**config.mk**
```make
export PLATFORM = sky130hd
export DESIGN_NAME = deque_with_value_removal_unit
export DESIGN_NICKNAME = d
export VERILOG_FILES = /design/src/rtl/core/dqvr_pkg.sv /design/src/rtl/core/dqvr_cell.sv /design/src/rtl/core/dqvr_ctrl.sv /design/src/rtl/core/deque_with_value_removal_unit.sv
export SDC_FILE = /design/constraint.sdc
export NUM_CORES = 2
export LEC_CHECK = 0
export ABC_AREA = 1
export BUFFER_PORTS_ARGS = -buffer_cell sky130_fd_sc_hd__buf_2
export CORE_UTILIZATION = 45
export DETAILED_ROUTE_END_ITERATION = 16
export SKIP_CTS_REPAIR_TIMING = 1
export SLEW_MARGIN = 20
export SYNTH_ARGS = -nofsm -noshare
export SYNTH_HDL_FRONTEND = slang
export SYNTH_SLANG_ARGS = --single-unit
```
**constraint.sdc**
```tcl
create_clock -name clk -period 4 [get_ports clk]
set_input_delay 0.4 -clock clk [delete_from_list [all_inputs] [get_ports clk]]
set_output_delay 0.4 -clock clk [all_outputs]
set_load 0.01 [all_outputs]
```
**src/rtl/core/dqvr_pkg.sv**
```systemverilog
`timescale 1ns / 1ps

package dqvr_pkg;

    localparam int OP_W     = 3;
    localparam int READ_W   = 32;
    localparam int STATUS_W = 2;
    localparam int COUNT_W  = 5;

    typedef enum logic [OP_W-1:0] {
        OP_PUSH_FRONT = 3'd0,
        OP_PUSH_BACK  = 3'd1,
        OP_POP_FRONT  = 3'd2,
        OP_POP_BACK   = 3'd3,
        OP_REMOVE     = 3'd4,
        OP_PEEK_FRONT = 3'd5,
        OP_PEEK_BACK  = 3'd6,
        OP_NOP        = 3'd7
    } op_t;

    typedef enum logic [STATUS_W-1:0] {
        ST_OK        = 2'd0,
        ST_EMPTY     = 2'd1,
        ST_FULL      = 2'd2,
        ST_NOT_FOUND = 2'd3
    } status_t;

    typedef enum logic [2:0] {
        SH_HOLD,
        SH_PUSH_FRONT,
        SH_PUSH_BACK,
        SH_POP_FRONT,
        SH_POP_BACK
    } shift_t;

    typedef enum logic {
        ST_IDLE,
        ST_SWEEP
    } ctl_state_t;

    typedef struct packed {
        shift_t shift;
        logic   remove;
    } cell_ctrl_t;

    typedef struct packed {
        logic active;
        logic found;
    } tok_t;

endpackage

```
**src/rtl/core/dqvr_cell.sv**
```systemverilog
`timescale 1ns / 1ps

module dqvr_cell #(
    parameter int VALUE_WIDTH = 32
) (
    input  logic                      clk,
    input  logic                      rst_n,
    input  dqvr_pkg::cell_ctrl_t      ctrl,
    input  logic [VALUE_WIDTH-1:0]    push_value,
    input  logic [VALUE_WIDTH-1:0]    key,
    input  logic [VALUE_WIDTH-1:0]    left_data,
    input  logic                      left_valid,
    input  logic [VALUE_WIDTH-1:0]    right_data,
    input  logic                      right_valid,
    input  dqvr_pkg::tok_t            tok_in,
    input  logic [VALUE_WIDTH-1:0]    rd_in,
    output logic [VALUE_WIDTH-1:0]    data,
    output logic                      valid,
    output dqvr_pkg::tok_t            tok_out,
    output logic [VALUE_WIDTH-1:0]    rd_out
);

    logic [VALUE_WIDTH-1:0] data_reg;
    logic [VALUE_WIDTH-1:0] data_next;
    logic                   valid_reg;
    logic                   valid_next;
    dqvr_pkg::tok_t         tok_reg;
    logic [VALUE_WIDTH-1:0] rd_reg;
    logic                   hit;
    logic                   close_gap;

    assign hit = tok_reg.active && ctrl.remove && valid_reg && !tok_reg.found
                 && (data_reg == key);
    assign close_gap = tok_reg.active && ctrl.remove && (tok_reg.found || hit);

    assign tok_out.active = tok_reg.active;
    assign tok_out.found  = tok_reg.found || hit;

    // pick up the back entry as the token passes it
    assign rd_out = (tok_reg.active && !ctrl.remove && valid_reg && !right_valid)
                    ? data_reg : rd_reg;

    assign data  = data_reg;
    assign valid = valid_reg;

    always_comb
    begin
        data_next  = data_reg;
        valid_next = valid_reg;
        case (ctrl.shift)
            dqvr_pkg::SH_PUSH_FRONT:
            begin
                data_next  = left_data;
                valid_next = left_valid;
            end
            dqvr_pkg::SH_PUSH_BACK:
            begin
                if (!valid_reg && left_valid)
                begin
                    data_next  = push_value;
                    valid_next = 1'b1;
                end
            end
            dqvr_pkg::SH_POP_FRONT:
            begin
                data_next  = right_data;
                valid_next = right_valid;
            end
            dqvr_pkg::SH_POP_BACK:
            begin
                if (valid_reg && !right_valid)
                begin
                    valid_next = 1'b0;
                end
            end
            default:
            begin
                if (close_gap)
                begin
                    data_next  = right_data;
                    valid_next = right_valid;
                end
            end
        endcase
    end

    always_ff @(posedge clk or negedge rst_n)
    begin
        if (!rst_n)
        begin
            valid_reg <= 1'b0;
            tok_reg   <= '0;
        end
        else
        begin
            valid_reg <= valid_next;
            tok_reg   <= tok_in;
        end
    end

    always_ff @(posedge clk)
    begin
        data_reg <= data_next;
        rd_reg   <= rd_in;
    end

endmodule

```
**src/rtl/core/dqvr_ctrl.sv**
```systemverilog
`timescale 1ns / 1ps

module dqvr_ctrl #(
    parameter int CAPACITY    = 16,
    parameter int VALUE_WIDTH = 32
) (
    input  logic                                clk,
    input  logic                                rst_n,
    input  logic                                cmd_valid,
    output logic                                cmd_ready,
    input  logic [dqvr_pkg::OP_W-1:0]           op,
    input  logic signed [dqvr_pkg::READ_W-1:0]  value,
    output logic                                res_valid,
    input  logic                                res_ready,
    output logic signed [dqvr_pkg::READ_W-1:0]  read_value,
    output logic [dqvr_pkg::STATUS_W-1:0]       status,
    output logic [dqvr_pkg::COUNT_W-1:0]        count,
    output logic                                is_empty,
    input  logic [VALUE_WIDTH-1:0]              front_data,
    input  dqvr_pkg::tok_t                      tok_last,
    input  logic [VALUE_WIDTH-1:0]              rd_last,
    output dqvr_pkg::cell_ctrl_t                ctrl,
    output logic [VALUE_WIDTH-1:0]              push_value,
    output logic [VALUE_WIDTH-1:0]              key,
    output dqvr_pkg::tok_t                      tok_start
);

    localparam int OCC_W = $clog2(CAPACITY + 1);
    localparam logic [OCC_W-1:0] OCC_FULL = OCC_W'(CAPACITY);
    localparam logic [OCC_W-1:0] OCC_ONE  = OCC_W'(1);

    dqvr_pkg::ctl_state_t              state_reg;
    dqvr_pkg::ctl_state_t              state_next;
    logic [OCC_W-1:0]                  occ_reg;
    logic [OCC_W-1:0]                  occ_next;
    logic                              remove_reg;
    logic                              remove_next;
    logic [VALUE_WIDTH-1:0]            key_reg;
    logic [VALUE_WIDTH-1:0]            key_next;
    logic                              res_valid_reg;
    logic                              res_valid_next;
    logic signed [dqvr_pkg::READ_W-1:0] read_value_reg;
    logic signed [dqvr_pkg::READ_W-1:0] read_value_next;
    dqvr_pkg::status_t                 status_reg;
    dqvr_pkg::status_t                 status_next;
    logic                              accept;
    logic                              load;
    logic                              q_empty;
    logic                              q_full;
    dqvr_pkg::op_t                     op_cmd;
    logic [VALUE_WIDTH-1:0]            value_in;

    assign op_cmd   = dqvr_pkg::op_t'(op);
    assign value_in = VALUE_WIDTH'(value);
    assign q_empty  = (occ_reg == '0);
    assign q_full   = (occ_reg == OCC_FULL);

    assign cmd_ready = (state_reg == dqvr_pkg::ST_IDLE) && (!res_valid_reg || res_ready);
    assign accept    = cmd_valid && cmd_ready;

    assign push_value = value_in;
    assign key        = key_reg;

    assign res_valid  = res_valid_reg;
    assign read_value = read_value_reg;
    assign status     = status_reg;
    assign count      = dqvr_pkg::COUNT_W'(occ_reg);
    assign is_empty   = q_empty;

    always_comb
    begin
        state_next = state_reg;
        unique case (state_reg)
            dqvr_pkg::ST_IDLE:
            begin
                if (accept && (op_cmd == dqvr_pkg::OP_REMOVE
                               || (op_cmd == dqvr_pkg::OP_PEEK_BACK && !q_empty)))
                begin
                    state_next = dqvr_pkg::ST_SWEEP;
                end
            end
            dqvr_pkg::ST_SWEEP:
            begin
                if (tok_last.active)
                begin
                    state_next = dqvr_pkg::ST_IDLE;
                end
            end
            default:
            begin
                state_next = dqvr_pkg::ST_IDLE;
            end
        endcase
    end

    always_comb
    begin
        ctrl.shift       = dqvr_pkg::SH_HOLD;
        ctrl.remove      = remove_reg;
        tok_start.active = 1'b0;
        tok_start.found  = 1'b0;
        load             = 1'b0;
        status_next      = dqvr_pkg::ST_OK;
        read_value_next  = '0;
        occ_next         = occ_reg;
        remove_next      = remove_reg;
        key_next         = key_reg;
        unique case (state_reg)
            dqvr_pkg::ST_IDLE:
            begin
                if (accept)
                begin
                    unique case (op_cmd) inside
                        dqvr_pkg::OP_PUSH_FRONT, dqvr_pkg::OP_PUSH_BACK:
                        begin
                            load = 1'b1;
                            if (q_full)
                            begin
                                status_next = dqvr_pkg::ST_FULL;
                            end
                            else
                            begin
                                ctrl.shift = (op_cmd == dqvr_pkg::OP_PUSH_FRONT)
                                             ? dqvr_pkg::SH_PUSH_FRONT
                                             : dqvr_pkg::SH_PUSH_BACK;
                                occ_next   = occ_reg + OCC_ONE;
                            end
                        end
                        dqvr_pkg::OP_POP_FRONT, dqvr_pkg::OP_POP_BACK:
                        begin
                            load = 1'b1;
                            if (q_empty)
                            begin
                                status_next = dqvr_pkg::ST_EMPTY;
                            end
                            else
                            begin
                                ctrl.shift = (op_cmd == dqvr_pkg::OP_POP_FRONT)
                                             ? dqvr_pkg::SH_POP_FRONT
                                             : dqvr_pkg::SH_POP_BACK;
                                occ_next   = occ_reg - OCC_ONE;
                            end
                        end
                        dqvr_pkg::OP_REMOVE:
                        begin
                            tok_start.active = 1'b1;
                            remove_next      = 1'b1;
                            key_next         = value_in;
                        end
                        dqvr_pkg::OP_PEEK_FRONT:
                        begin
                            load = 1'b1;
                            if (q_empty)
                            begin
                                status_next = dqvr_pkg::ST_EMPTY;
                            end
                            else
                            begin
                                read_value_next = dqvr_pkg::READ_W'($signed(front_data));
                            end
                        end
                        dqvr_pkg::OP_PEEK_BACK:
                        begin
                            if (q_empty)
                            begin
                                load        = 1'b1;
                                status_next = dqvr_pkg::ST_EMPTY;
                            end
                            else
                            begin
                                tok_start.active = 1'b1;
                                remove_next      = 1'b0;
                            end
                        end
                        default:
                        begin
                            load = 1'b1;
                        end
                    endcase
                end
            end
            dqvr_pkg::ST_SWEEP:
            begin
                if (tok_last.active)
                begin
                    load = 1'b1;
                    if (remove_reg)
                    begin
                        if (tok_last.found)
                        begin
                            occ_next = occ_reg - OCC_ONE;
                        end
                        else
                        begin
                            status_next = dqvr_pkg::ST_NOT_FOUND;
                        end
                    end
                    else
                    begin
                        read_value_next = dqvr_pkg::READ_W'($signed(rd_last));
                    end
                end
            end
            default:
            begin
                load = 1'b0;
            end
        endcase
    end

    always_comb
    begin
        res_valid_next = res_valid_reg;
        if (load)
        begin
            res_valid_next = 1'b1;
        end
        else if (res_ready)
        begin
            res_valid_next = 1'b0;
        end
    end

    always_ff @(posedge clk or negedge rst_n)
    begin
        if (!rst_n)
        begin
            state_reg     <= dqvr_pkg::ST_IDLE;
            occ_reg       <= '0;
            res_valid_reg <= 1'b0;
            remove_reg    <= 1'b0;
        end
        else
        begin
            state_reg     <= state_next;
            occ_reg       <= occ_next;
            res_valid_reg <= res_valid_next;
            remove_reg    <= remove_next;
        end
    end

    always_ff @(posedge clk)
    begin
        key_reg <= key_next;
        if (load)
        begin
            read_value_reg <= read_value_next;
            status_reg     <= status_next;
        end
    end

endmodule

```
**src/rtl/core/deque_with_value_removal_unit.sv**
```systemverilog
`timescale 1ns / 1ps
// Channel   Handshake                Payload
// command   cmd_valid / cmd_ready    op, value
// result    res_valid / res_ready    read_value, status, count, is_empty
//
// Push, pop, peek front, the unused code, a refused push and a pop or peek on
// an empty queue show the result in the cycle after the transfer.
// Remove (found or not, empty queue included) and peek back on a non-empty queue
// pass a token down the cell row, one cell a cycle; the result is registered once
// the token leaves the last cell.
// A new command is taken only when no token is in the row and the previous result
// has been or is being taken.
// Reset clears occupancy and the result channel; entries need no clearing.

module deque_with_value_removal_unit #(
    parameter int CAPACITY    = 16,
    parameter int VALUE_WIDTH = 32
) (
    input  logic                                clk,
    input  logic                                rst_n,
    input  logic                                cmd_valid,
    output logic                                cmd_ready,
    input  logic [dqvr_pkg::OP_W-1:0]           op,
    input  logic signed [dqvr_pkg::READ_W-1:0]  value,
    output logic                                res_valid,
    input  logic                                res_ready,
    output logic signed [dqvr_pkg::READ_W-1:0]  read_value,
    output logic [dqvr_pkg::STATUS_W-1:0]       status,
    output logic [dqvr_pkg::COUNT_W-1:0]        count,
    output logic                                is_empty
);

    dqvr_pkg::cell_ctrl_t   ctrl;
    logic [VALUE_WIDTH-1:0] push_value;
    logic [VALUE_WIDTH-1:0] key;
    dqvr_pkg::tok_t         tok_start;

    logic [VALUE_WIDTH-1:0] cell_data  [CAPACITY];
    logic                   cell_valid [CAPACITY];
    dqvr_pkg::tok_t         cell_tok   [CAPACITY];
    logic [VALUE_WIDTH-1:0] cell_rd    [CAPACITY];

    for (genvar i = 0; i < CAPACITY; i++)
    begin : g_cell
        logic [VALUE_WIDTH-1:0] left_data;
        logic                   left_valid;
        logic [VALUE_WIDTH-1:0] right_data;
        logic                   right_valid;
        dqvr_pkg::tok_t         tok_in;
        logic [VALUE_WIDTH-1:0] rd_in;

        if (i == 0)
        begin : g_head
            assign left_data  = push_value;
            assign left_valid = 1'b1;
            assign tok_in     = tok_start;
            assign rd_in      = '0;
        end
        else
        begin : g_body
            assign left_data  = cell_data[i-1];
            assign left_valid = cell_valid[i-1];
            assign tok_in     = cell_tok[i-1];
            assign rd_in      = cell_rd[i-1];
        end

        if (i == CAPACITY - 1)
        begin : g_tail
            assign right_data  = '0;
            assign right_valid = 1'b0;
        end
        else
        begin : g_inner
            assign right_data  = cell_data[i+1];
            assign right_valid = cell_valid[i+1];
        end

        dqvr_cell #(
            .VALUE_WIDTH (VALUE_WIDTH)
        ) u_cell (
            .clk         (clk),
            .rst_n       (rst_n),
            .ctrl        (ctrl),
            .push_value  (push_value),
            .key         (key),
            .left_data   (left_data),
            .left_valid  (left_valid),
            .right_data  (right_data),
            .right_valid (right_valid),
            .tok_in      (tok_in),
            .rd_in       (rd_in),
            .data        (cell_data[i]),
            .valid       (cell_valid[i]),
            .tok_out     (cell_tok[i]),
            .rd_out      (cell_rd[i])
        );
    end

    dqvr_ctrl #(
        .CAPACITY    (CAPACITY),
        .VALUE_WIDTH (VALUE_WIDTH)
    ) u_ctrl (
        .clk        (clk),
        .rst_n      (rst_n),
        .cmd_valid  (cmd_valid),
        .cmd_ready  (cmd_ready),
        .op         (op),
        .value      (value),
        .res_valid  (res_valid),
        .res_ready  (res_ready),
        .read_value (read_value),
        .status     (status),
        .count      (count),
        .is_empty   (is_empty),
        .front_data (cell_data[0]),
        .tok_last   (cell_tok[CAPACITY-1]),
        .rd_last    (cell_rd[CAPACITY-1]),
        .ctrl       (ctrl),
        .push_value (push_value),
        .key        (key),
        .tok_start  (tok_start)
    );

endmodule

```
==> run_results.csv <==
group,metric,value,unit
floorplan,fp.dieH,335,um
pwr,p_leak,22.1,nW
min_path,min_path_type,"in2reg",
placement,dpl.cell_count,6639,
setup_path,arrival,4260,ps
floorplan,die-area,113000,sq um
timing,slew_headroom,0.275,
layout,num_antenna_cells,0,
layout,fillCellCount,9992,
floorplan,start_util,0.457,
timing,setup_viol_count_final,0,
logic_synthesis,synth_warnings,0,
detailed_routing,post_drt_wl_per_cell,26.2,um
logic_synthesis,async_reset_ff_frac,0.0494,
logic_synthesis,synth_cell_types,43,
pwr,p_total,24.2,mW
setup_path,cp-end-kind,"flip-flop",
cts,clkSinkCount,1113,
detailed_routing,ant_nets,0,
setup_path,worst_r2r_path_depth,11,
timing,fin_tns_setup,0,ps
min_path,hold_depth,3,
timing,rsz0062_at_grt,"false",
setup_path,path_max_fanout,23,
layout,register_area,28300,sq um
logic_synthesis,yosysSeqAreaShare,0.567,
cts,cts_buffers,119,
global_route,grtUsageTotal,0.316,
placement,placed_area,52300,sq um
setup_path,start_kind,"flip-flop",
floorplan,core.rowCount,121,
min_path,hold_end,"g_cell[0].u_cell.tok_out[1]$_DFF_PN0_",
timing,fin_crit,3910,ps
logic_synthesis,synth_edf_count,578,
layout,multi_input_area,18300,sq um
logic_synthesis,synthesis.area,50000,sq um
setup_path,worstPathRequired,4360,ps
layout,area_growth,13.3,%
global_route,grt_pass1_vias,38300,
setup_path,regToRegEndpoint,"g_cell[13].u_cell.data[9]$_DFFE_PP_",
global_route,overflow,0,
floorplan,die_x,335,um
floorplan,io_pins,81,
layout,final_area,56700,sq um
global_route,grt_pass1_wl,260000,um
placement,gp_congestion,0.994,
detailed_routing,drt_iter0_drc,5568,
placement,io_buffer_count,80,
cts,clock_latency,740,ps
status,outcome,"finished clean",
min_path,hold_start,"cmd_valid",
setup_path,r2r_start,"u_ctrl.key[14]$_DFFE_PP_",
run,maxCapViolCount,0,
logic_synthesis,synth.avg_cell_area,9.43,sq um
logic_synthesis,synth_fp_nets,5344,
global_route,antenna_found_initial,6,
timing,max_slew.worst_pin.slew,1090,ps
pwr,ir_drop,0.324,mV
layout,largest_reg_flops,512,
detailed_routing,drt-vias-per-instance,5.92,
timing,period_share,0.976,
detailed_routing,vias,40900,
timing,slew_violations,0,
placement,post-dp-hpwl,122000,um
cts,clk_path_buf_depth,3,
layout,layout-drive-gt1-share,0.101,
cts,cts_max_level,3,
logic_synthesis,synthCells,5302,
pwr,powerDensity,428,nW/um^2
timing,fin_skew,43.5,ps
detailed_routing,drt-total-wl,181000,um
logic_synthesis,synth_top_flop_cell,"edfxtp_1",
cts,clkTransAtPathRegs,70,ps
global_route,grt_max_degree,100,
detailed_routing,dr.pass1.iters,8,
layout,nNetsFinal,5357,
floorplan,core,109000,sq um
detailed_routing,drc_errors,0,
setup_path,worstSetupPathType,"reg2reg",
logic_synthesis,ys_ff_latch,1113,
timing,finalHoldViolations,0,
setup_path,rrSetupSlack,90,ps
layout,instances_no_fill,6897,
timing,max_freq,0.256,GHz
cts,root_buffer,"clkbuf_16",
cts,cts_tree,"done",
-- per-stage QoR --
step / hold slack (ps) / util / setup WS [ps]
finish: 67.5 / 0.518 / 94.8
global route: 43.9 / 0.518 / 19.0
CTS: -171 / 0.515 / 211
detailed placement: 414 / 0.478 / 226
global placement: 408 / 0.478 / 175
floorplan: 104 / - / 295
-- metal layers --
metal | global-route usage | up-vias | wire length, um
li1 | - | 18200 | -
met1 | 0.438 | 19900 | 73700
met2 | 0.478 | 2372 | 78800
met3 | 0.0664 | 447 | 19600
met4 | 0.134 | 8 | 8520
met5 | 0 | - | 50
-- cell type report --
cell class	count	area share
clock buffers	178	0.0629
clock inverters	49	0.00859
inverters	581	0.0389
multi-input cells	3267	0.323
flip-flops and latches	1113	0.500
well taps	1476	0.0326
repair buffers	233	0.0342
-- cells in the final DEF, fill, tap and decap left out, types with 4 or more instances in the layout --
cell and n:
nor3_1 10, clkinv_2 24, o21ai_0 534, o221ai_2 52, clkbuf_8 26, clkbuf_16 124, dfrtp_1 53, nand4_1 78
inv_1 570, bufinv_16 7, o211ai_2 26, clkinvlp_4 5, xnor2_1 170, inv_2 4, clkinv_1 11, a21oi_1 57
o221ai_1 370, nand2_1 1327, o32ai_1 30, xor2_1 119, a21oi_4 16, o22a_1 5, nand3_4 14, nand2_4 5
o21ai_1 20, clkbuf_1 28, nor2_4 4, nor2_1 292, or2_2 4, nand3_1 98, buf_4 97, nand3_2 5
edfxtp_1 578, nor4_1 4, buf_2 80, nand2_2 11, buf_12 25, dfxtp_1 480, dlygate4sd3_1 31
-- kinds of logic after synthesis --
kind of cell | share of synthesized area
adder cells (fa/ha/maj) | 0.000750
XOR/XNOR | 0.0506
AND/OR/NAND/NOR | 0.150
multiplexers | 0.000200
AO/OA/AOI/OAI | 0.156
flip-flops | 0.567
buffers and inverters | 0.0756
-- critical path, stage by stage, from the launching register on --
cell and delay (ps):
edfxtp_1 880, inv_1 460, nand2_1 170, nand4_1 130
nor2_1 310, nand2_1 160, nor2_1 470, nand2_1 110
nand2_1 90, nand2_1 100, a21oi_4 130, buf_4 470
-- synthesized netlist by cell type (26+ instances only) --
library cell,count,area (sq um)
o21ai_0,534,2670
nor2_1,293,1100
nand3_1,114,571
edfxtp_1,578,17400
a21oi_1,73,365
o221ai_2,52,781
xnor2_1,170,1490
o32ai_1,31,272
inv_1,571,2140
buf_2,134,671
dfxtp_1,480,9610
clkbuf_1,162,608
dfrtp_1,55,1380
o221ai_1,370,3240
o211ai_2,26,325
nand2_1,1329,4990
nand4_1,78,488
xor2_1,119,1040
-- report_power, final --
group	internal, mW	total [mW]	switching, mW	leakage, nW
clock	6.61	11.4	4.83	2.00
combinational	0.205	0.688	0.483	10.2
sequential	12.0	12.1	0.0553	9.83
-- how the worst max path moves through the flow --
stage	startpoint	endpoint	slack (ps)	depth (start not counted)
after floorplan	u_ctrl.count[0]$_DFFE_PN0P_	g_cell[0].u_cell.data[0]$_DFFE_PP_	300	10
after global placement	u_ctrl.key[14]$_DFFE_PP_	g_cell[13].u_cell.data[5]$_DFFE_PP_	170	11
after detailed placement	u_ctrl.key[14]$_DFFE_PP_	g_cell[13].u_cell.data[5]$_DFFE_PP_	230	11
after CTS	u_ctrl.key[14]$_DFFE_PP_	g_cell[13].u_cell.data[16]$_DFFE_PP_	210	11
after global routing	u_ctrl.key[14]$_DFFE_PP_	g_cell[13].u_cell.data[9]$_DFFE_PP_	20	11
final	u_ctrl.key[14]$_DFFE_PP_	g_cell[13].u_cell.data[9]$_DFFE_PP_	90	11
Power figures use the tool's default switching activity.
